`config.mk`:
```
export PLATFORM = sky130hd
export DESIGN_NAME = ordered_dither_rgb32_to_rgb16
export DESIGN_NICKNAME = d
export VERILOG_FILES = /design/src/sv/odr_pkg.sv /design/src/sv/ordered_dither_rgb32_to_rgb16.sv
export SDC_FILE = /design/constraint.sdc
export NUM_CORES = 1
export LEC_CHECK = 0
export BUFFER_PORTS_ARGS = -buffer_cell sky130_fd_sc_hd__buf_4
export CAP_MARGIN = 20
export CELL_PAD_IN_SITES_DETAIL_PLACEMENT = 1
export CELL_PAD_IN_SITES_GLOBAL_PLACEMENT = 1
export CORE_ASPECT_RATIO = 1.1
export CORE_MARGIN = 2
export CORE_UTILIZATION = 49
export DETAILED_ROUTE_END_ITERATION = 8
export PLACE_DENSITY = 0.84
export SYNTH_ARGS = -nofsm -noshare
export SYNTH_HDL_FRONTEND = slang
export SYNTH_SLANG_ARGS = --single-unit
```
`constraint.sdc`:
```
create_clock -name clk -period 6.7 [get_ports clk]
set_input_delay 0.335 -clock clk [delete_from_list [all_inputs] [get_ports clk]]
set_output_delay 0.335 -clock clk [all_outputs]
set_load 0.01 [all_outputs]
```
`src/sv/odr_pkg.sv`:
```
`timescale 1ns / 1ps

package odr_pkg;

    // one input word: a 32-bit rgba pixel, 8 bits per channel
    typedef struct packed {
        logic [7:0] red_in;
        logic [7:0] green_in;
        logic [7:0] blue_in;
        logic [7:0] alpha_in;
    } pixel_in_t;

    // one output word: rgb555 plus alpha flag, and the end-of-block mark
    typedef struct packed {
        logic [15:0] packed_pixel;
        logic        block_last;
    } pixel_out_t;

    typedef logic signed [3:0] dither_t;

    localparam logic [7:0] ALPHA_MATCH = 8'h40;
    localparam logic [7:0] CHANNEL_MAX = 8'hFF;

    // 4x4 ordered-dither matrix, indexed by row and column mod 4
    function automatic dither_t dither_cell(input logic [1:0] row, input logic [1:0] col);
        dither_t offset;
        offset = 4'sd0;
        case ({row, col})
            4'h0: offset = -4'sd4;
            4'h1: offset =  4'sd0;
            4'h2: offset = -4'sd3;
            4'h3: offset =  4'sd1;
            4'h4: offset =  4'sd2;
            4'h5: offset = -4'sd2;
            4'h6: offset =  4'sd3;
            4'h7: offset = -4'sd1;
            4'h8: offset = -4'sd3;
            4'h9: offset =  4'sd1;
            4'hA: offset = -4'sd4;
            4'hB: offset =  4'sd0;
            4'hC: offset =  4'sd3;
            4'hD: offset = -4'sd1;
            4'hE: offset =  4'sd2;
            4'hF: offset = -4'sd2;
            default: offset = 4'sd0;
        endcase
        return offset;
    endfunction

    // add the dither offset, clamp to 0..255, keep the top 5 bits
    function automatic logic [4:0] to_five(input logic [7:0] channel, input dither_t offset);
        logic signed [9:0] sum;
        logic [7:0]        clamped;
        sum = $signed({2'b00, channel}) + 10'(offset);
        if (sum < 10'sd0)
        begin
            clamped = 8'h00;
        end
        else if (sum > $signed({2'b00, CHANNEL_MAX}))
        begin
            clamped = CHANNEL_MAX;
        end
        else
        begin
            clamped = sum[7:0];
        end
        return clamped[7:3];
    endfunction

endpackage

```
`src/sv/ordered_dither_rgb32_to_rgb16.sv`:
```
`timescale 1ns / 1ps
// an input register (stage a) and an output register (stage b) form a
// two-stage pipeline, each stage moving whenever the next one is free;
// throughput: one word per cycle while out_stall stays low
// reset: rst_n (async, active low) empties both stages, zeroes the row and
// column position and clears dither_enable
module ordered_dither_rgb32_to_rgb16 #(
    parameter int BLOCK_SIDE = 16
) (
    input  logic                   clk,
    input  logic                   rst_n,
    // configuration: dither enable in bit 0
    input  logic                   cfg_valid,
    output logic                   cfg_ready,
    input  logic                   cfg_data,
    // pixel input
    input  logic                   in_valid,
    output logic                   in_stall,
    input  odr_pkg::pixel_in_t     in_word,
    // packed pixel output
    output logic                   out_valid,
    input  logic                   out_stall,
    output odr_pkg::pixel_out_t    out_word
);

    localparam int POS_W = $clog2(BLOCK_SIDE);
    localparam logic [POS_W-1:0] POS_LAST = POS_W'(BLOCK_SIDE - 1);

    // configuration register; the user must write it only while the block is idle, the block does not enforce this
    logic dither_enable_reg;

    // position of the next pixel inside the macroblock
    logic [POS_W-1:0] row_reg;
    logic [POS_W-1:0] row_next;
    logic [POS_W-1:0] col_reg;
    logic [POS_W-1:0] col_next;

    // stage a: captured pixel, its dither offset and end-of-block mark
    logic                 a_valid_reg;
    odr_pkg::pixel_in_t   a_pixel_reg;
    odr_pkg::dither_t     a_offset_reg;
    logic                 a_last_reg;

    // stage b: finished output word
    logic                 b_valid_reg;
    odr_pkg::pixel_out_t  b_word_reg;
    odr_pkg::pixel_out_t  b_word_next;

    logic in_accept;
    logic b_take;
    logic a_take;

    odr_pkg::dither_t cur_offset;
    logic             cur_last;

    assign cfg_ready = 1'b1;

    // stage b frees up when empty or when its word leaves this cycle
    assign b_take    = !b_valid_reg || !out_stall;
    // stage a can load when empty or when it moves into stage b
    assign a_take    = !a_valid_reg || b_take;
    assign in_stall  = !a_take;
    assign in_accept = in_valid && !in_stall;

    assign out_valid = b_valid_reg;
    assign out_word  = b_word_reg;

    // offset and last mark come from the position at accept time
    always_comb
    begin
        cur_offset = dither_enable_reg ? odr_pkg::dither_cell(row_reg[1:0], col_reg[1:0])
                                       : 4'sd0;
        cur_last   = (row_reg == POS_LAST) && (col_reg == POS_LAST);
    end

    // raster walk through the block, column first
    always_comb
    begin
        row_next = row_reg;
        col_next = col_reg + 1'b1;
        if (col_reg == POS_LAST)
        begin
            col_next = '0;
            row_next = (row_reg == POS_LAST) ? '0 : row_reg + 1'b1;
        end
    end

    // dither, clamp, truncate and pack
    always_comb
    begin
        b_word_next.packed_pixel[4:0]   = odr_pkg::to_five(a_pixel_reg.red_in, a_offset_reg);
        b_word_next.packed_pixel[9:5]   = odr_pkg::to_five(a_pixel_reg.green_in, a_offset_reg);
        b_word_next.packed_pixel[14:10] = odr_pkg::to_five(a_pixel_reg.blue_in, a_offset_reg);
        b_word_next.packed_pixel[15]    = (a_pixel_reg.alpha_in == odr_pkg::ALPHA_MATCH);
        b_word_next.block_last          = a_last_reg;
    end

    always_ff @(posedge clk or negedge rst_n)
    begin
        if (!rst_n)
        begin
            dither_enable_reg <= 1'b0;
            row_reg           <= '0;
            col_reg           <= '0;
            a_valid_reg       <= 1'b0;
            b_valid_reg       <= 1'b0;
        end
        else
        begin
            if (cfg_valid && cfg_ready)
            begin
                dither_enable_reg <= cfg_data;
            end
            if (in_accept)
            begin
                row_reg <= row_next;
                col_reg <= col_next;
            end
            if (a_take)
            begin
                a_valid_reg <= in_valid;
            end
            if (b_take)
            begin
                b_valid_reg <= a_valid_reg;
            end
        end
    end

    // payload registers, no reset
    always_ff @(posedge clk)
    begin
        if (in_accept)
        begin
            a_pixel_reg  <= in_word;
            a_offset_reg <= cur_offset;
            a_last_reg   <= cur_last;
        end
        if (b_take && a_valid_reg)
        begin
            b_word_reg <= b_word_next;
        end
    end

endmodule

```
==> results.py, run 1 <==
metrics = {
    "run_status": {
        "outcome": "finished clean",
    },
    "routing": {
        "drt-pass1-iter-count": 4,
        "via_per_inst": 6.17,
        "route.detailed.drc": 0,
        "ant_nets": 0,
        "routedWlPerCell_um": 20.6,
        "via_count": 2867,
        "initialDrtViolationCount": 87,
        "wl_mm": 9.58,
    },
    "timing": {
        "tightest_slew_ps": 632,
        "setup_viol": 0,
        "post-route-period-util": 0.413,
        "clock.fmax_mhz": 362,
        "fin_skew_ps": 16.6,
        "tns_ps": 0,
        "worst_slack_ps": 3940,
        "hold_viol_final": 0,
        "fin_crit_ps": 2760,
        "max-slew-margin-rel": 0.568,
        "rsz0062_at_grt": "no",
        "final-max-slew-violation-count": 0,
    },
    "clocking": {
        "cts_setup_buffers": 0,
        "clkSinkCount": 64,
        "cts-buffers-inserted": 9,
        "cts_tree": "built",
        "cts.repair.resized": 0,
        "max-clock-path-buffers": 2,
        "htreeDepth": 3,
        "clkTransAtPathRegs_ps": 80,
        "insertion_delay_ps": 360,
        "hold_buffers": 1,
        "cts-root-buf": "clkbuf_8",
    },
    "worst_setup_path": {
        "crit_fanout": 24,
        "setup.worst_path.start_class": "flop",
        "critPathArrivalTime_ps": 2870,
        "end_kind": "flop",
        "cp.required_ps": 6810,
        "path_class": "flop to flop",
    },
    "min_path": {
        "hp-class": "primary input to flop",
    },
    "pwr": {
        "p_leak_nw": 1.86,
        "sw_frac_of_total": 0.348,
        "switching_power_uw": 531,
        "comb_power_share": 0.356,
        "clkPwrFrac": 0.280,
        "pwr_density_cell_nw_per_um2": 339,
        "vdd_ir_drop_max_mv": 0.181,
        "power_frac_seq": 0.363,
        "internal-power_uw": 995,
    },
    "synthesis": {
        "ys_seq_area_frac": 0.503,
        "synth_top_flop_cell": "edfxtp_1",
        "synth_edf_count": 53,
        "synthCells": 313,
        "syn_area_sq_um": 3710,
        "ys_seq_elements": 64,
        "avgSynthCellArea_sq_um": 11.8,
        "syn-num-nets": 383,
        "ys.warnings.count": 0,
        "synthDistinctLibCells": 50,
        "async_flop_share": 0.172,
    },
    "floorplan": {
        "die-area_sq_um": 8280,
        "die_width_um": 87.0,
        "coreArea_sq_um": 7390,
        "fp.dieH_um": 95.2,
        "start_util": 0.502,
        "io_pins": 58,
        "row_count": 33,
    },
    "cells_and_area": {
        "fill_cells": 762,
        "area_delta_synth_final_pct": 21.5,
        "mostFrequentLayoutCells": "buf_4 (56), edfxtp_1 (53), ha_1 (29)",
        "final_common_cell": "buf_4",
        "largest_reg_flops": 32,
        "drive_gt1_frac": 0.251,
        "antenna_cells": 0,
        "nets": 443,
    },
    "placed_design": {
        "gp_congestion": 0.863,
        "hpwlAfterDp_mm": 6.24,
        "portBuffers": 56,
        "place_ws_ps": 3580,
    },
    "global_routing": {
        "grt_usage": 0.232,
        "grt_max_degree": 43,
        "antenna_found_initial": 0,
        "first_global_vias": 2984,
        "overflow": 0,
        "grt_pass1_wl_mm": 14.5,
    },
    "flow_run": {
        "maxCapViolations": 0,
    },
}
[final cells by class]
cell class / count / area, sq um / share of cell area
Sequential cell: 64 / 1870 / 0.414
Tap cell: 87 / 109 / 0.0242
Timing Repair Buffer: 60 / 493 / 0.109
Multi-Input combinational cell: 220 / 1720 / 0.382
Inverter: 18 / 67.6 / 0.0150
Clock inverter: 7 / 125 / 0.0278
Clock buffer: 9 / 124 / 0.0275
[final timing paths]
check,slack (ps),cells after the start,end,start
hold / removal,140,1,a_pixel_reg[23],in_word[23]
setup reg to reg,3940,7,out_word[15],a_offset_reg[2]
hold reg to reg,440,0,out_word[0],a_last_reg
min in group asynchronous,330,2,row_reg[0],rst_n
setup / recovery,3940,7,out_word[15],a_offset_reg[2]
max in group asynchronous,6230,2,col_reg[1],rst_n
[synthesized netlist by cell type (all sizes together), types with 8 or more instances]
library cell | instances | area, sq um
a21o | 15 | 113
a21oi | 20 | 104
a311oi | 8 | 100
buf | 8 | 53.8
dfrtp | 11 | 275
edfxtp | 53 | 1590
ha | 29 | 363
inv | 18 | 67.6
nand2 | 8 | 30.0
nand3 | 11 | 55.1
nor2 | 18 | 67.6
o21ai | 14 | 70.1
o22ai | 11 | 68.8
xnor2 | 9 | 78.8
[critical path, stage by stage (launching register included)]
cell and delay, ps:
edfxtp_1 590, buf_16 260, ha_1 400, and2_4 200, a31oi_1 270, o221ai_1 290
nor4_1 360, o22ai_1 130
[metrics by stage]
stage | total power, mW | utilization | area (sq um) | hold slack, ps | std cells
5_1_grt | 1.60 | 0.609 | 4500 | 118 | 465
4_1_cts | 1.51 | 0.601 | 4440 | 123 | 462
3_5_place_dp | 1.07 | 0.566 | 4180 | 176 | 445
6_report | 1.53 | 0.609 | 4500 | 140 | 465
3_3_place_gp | 1.03 | 0.566 | 4180 | 179 | 445
2_1_floorplan | 0.921 | - | 3710 | 39.4 | 313
[layer usage]
layer,vias to the layer above,global-route usage,share of wire
met1,1424,0.251,0.40
met2,68,0.426,0.55
met5,-,0,0
met4,0,0.0885,0.016
li1,1357,-,-
met3,18,0.0641,0.038
[kinds of logic after synthesis]
kind of cell	count (synthesis)	share of synthesized area
other	1	0.00101
buffers and inverters	29	0.0361
DFF	64	0.503
and+or+nand+nor	74	0.115
muxes	4	0.0121
adders and majority gates	32	0.114
AOI/OAI and AO/OA	99	0.195
xor gates and xnor gates	10	0.0236
[power by group through the flow]
stage / combinational (mW) / sequential, mW / clock (mW)
after floorplan: 0.358 / 0.563 / 0
after CTS: 0.513 / 0.562 / 0.432
after global placement: 0.468 / 0.564 / 0
final: 0.544 / 0.555 / 0.427
after detailed placement: 0.500 / 0.569 / 0
after global routing: 0.592 / 0.562 / 0.449
Power figures use the tool's default switching activity.
==> inputs of run 2 (changes only) <==
Settings changed: CORE_UTILIZATION 49 to 41, PLACE_DENSITY 0.84 to 0.75.
Clock period 6.7 ns to 2.4 ns, I/O delays scaled along.
==> run 2 against run 1 <==
The run now ends with negative setup slack left. Routed wire length grew 8.2%. Register-to-register slack worse by 4000 ps. Sequential share of layout area is 6.7 points lower. Total power grew to 2.9 times the previous value. Global-route usage down 3.8 points. Clock skew down 7.5 ps. Final area increased by 19%. Die area is 19% higher. Hold slack worse by 110 ps. Clock power increased by 110%. Largest power group is now combinational cells. Highest routed layer unchanged.
==> results.py, run 2 (synthesized netlist as in run 1, its figures left out) <==
metrics = {
    "global_routing": {
        "use_met3": 0.0305,
        "antenna_found_initial": 0,
        "grt_pass1_wl_mm": 15.0,
        "grt_max_degree": 27,
        "overflow": 0,
        "grt_usage": 0.194,
        "use_met1": 0.219,
        "busiest_layer": "met2",
        "grt_util_met2": 0.352,
        "first_global_vias": 3206,
    },
    "cells_and_area": {
        "final_common_cell": "buf_4",
        "final_cells": 551,
        "drive_gt1_frac": 0.357,
        "antenna_cells": 0,
        "largest_reg_flops": 32,
        "mostFrequentLayoutCells": "buf_4 (77), edfxtp_1 (53), dlygate4sd3_1 (36)",
        "area_delta_synth_final_pct": 44.8,
        "nets": 502,
    },
    "worst_setup_path": {
        "path_class": "flop to flop",
        "end_kind": "flop",
        "critPathArrivalTime_ps": 2500,
        "crit_fanout": 8,
        "regToRegSetupSlack_ps": -20,
        "cp.required_ps": 2480,
        "setup.worst_path.start_class": "flop",
    },
    "timing": {
        "rsz0062_at_grt": "yes",
        "clock.fmax_mhz": 413,
        "max-slew-margin-rel": 0.607,
        "worst_slack_ps": -22.2,
        "post-route-period-util": 1.01,
        "fin_hold_ws_ps": 31.1,
        "fin_skew_ps": 9.13,
        "hold_viol_final": 0,
        "fin_crit_ps": 2420,
        "final-max-slew-violation-count": 0,
        "tightest_slew_ps": 585,
        "setup_viol": 2,
        "tns_ps": -24.7,
    },
    "run_status": {
        "violations": "negative setup slack",
        "outcome": "complete, but fails checks",
    },
    "min_path": {
        "hp-class": "primary input to flop",
    },
    "routing": {
        "via_count": 3064,
        "via_per_inst": 5.56,
        "route.detailed.drc": 0,
        "initialDrtViolationCount": 77,
        "routedWlPerCell_um": 18.8,
        "wl_mm": 10.4,
        "ant_nets": 0,
        "drt-pass1-iter-count": 4,
    },
    "clocking": {
        "insertion_delay_ps": 340,
        "cts-buffers-inserted": 9,
        "cts-root-buf": "clkbuf_8",
        "htreeDepth": 3,
        "max-clock-path-buffers": 2,
        "clkTransAtPathRegs_ps": 70,
        "cts_tree": "built",
        "clkSinkCount": 64,
    },
    "placed_design": {
        "portBuffers": 56,
        "hpwlAfterDp_mm": 6.20,
        "gp_congestion": 0.851,
        "dp.cells": 489,
        "place_ws_ps": -33.1,
    },
    "pwr": {
        "pwr_density_cell_nw_per_um2": 820,
        "p_leak_nw": 2.13,
        "vdd_ir_drop_max_mv": 0.437,
        "power_mw": 4.40,
    },
    "floorplan": {
        "coreArea_sq_um": 8830,
        "fp.dieH_um": 104,
        "row_count": 36,
        "die-area_sq_um": 9820,
        "start_util": 0.420,
        "die_width_um": 94.7,
        "io_pins": 58,
    },
    "flow_run": {
        "maxCapViolations": 0,
    },
}
run 2: changes by cell type in the layout (fill, tap and decap cells not counted), sizes merged:
cell and change:
inv -3, buf +23, clkinv +2, bufinv -3, clkbuf +5, dlygate4sd3 +35
run 2: layout make-up:
cell class	instances	area [sq um]
tap	114	143
clock buffer	13	169
timing repair buffer	119	1030
sequential	64	1870
inverter	18	67.6
fill	906	3460
multi-input combinational	220	2080
clock inverter	3	15.0
run 2: through the flow:
step,area (sq um),utilization
after detailed placement,4370,0.495
after floorplan,3710,-
final,5370,0.608
after CTS,4930,0.558
after global routing,5370,0.608
after global placement,4370,0.495
run 2: path summary, 6_finish.rpt:
check	from	end	cells after the start
setup / recovery	a_offset_reg[2]	out_word[10]	7
hold / removal	cfg_valid	dither_enable_reg	2
setup reg to reg	a_offset_reg[2]	out_word[10]	7
hold reg to reg	a_last_reg	out_word[0]	0
max in group asynchronous	rst_n	row_reg[2]	2
min in group asynchronous	rst_n	a_valid_reg	2
run 2: timing repair:
item | CTS | global route
pin swaps | 0 | 18
cloned | 0 | 2
gates resized for setup | 2 | 61
setup buffers | 0 | 8
hold buffers | 36 | 0
setup endpoints to repair | 3 | 15
endpoints found under the hold margin | 46 | 0
run 2: worst max-delay path, stage by stage (launching register included):
cell and delay [ps]:
edfxtp_1 510, buf_12 200, ha_4 230, and2_4 170
a311oi_4 340, a21oi_2 120, o21ai_0 420, o22ai_1 160
run 2: power by group:
part	internal, mW	switching [mW]	total, mW
clock	0.455	0.423	0.878
sequential	1.41	0.122	1.54
combinational	0.957	1.03	1.99
run 2: layer usage:
metal | share of wire | vias to the layer above
li1 | - | 1472
met1 | 0.40 | 1516
met2 | 0.55 | 59
met3 | 0.026 | 17
met4 | 0.022 | 0
met5 | 0 | -
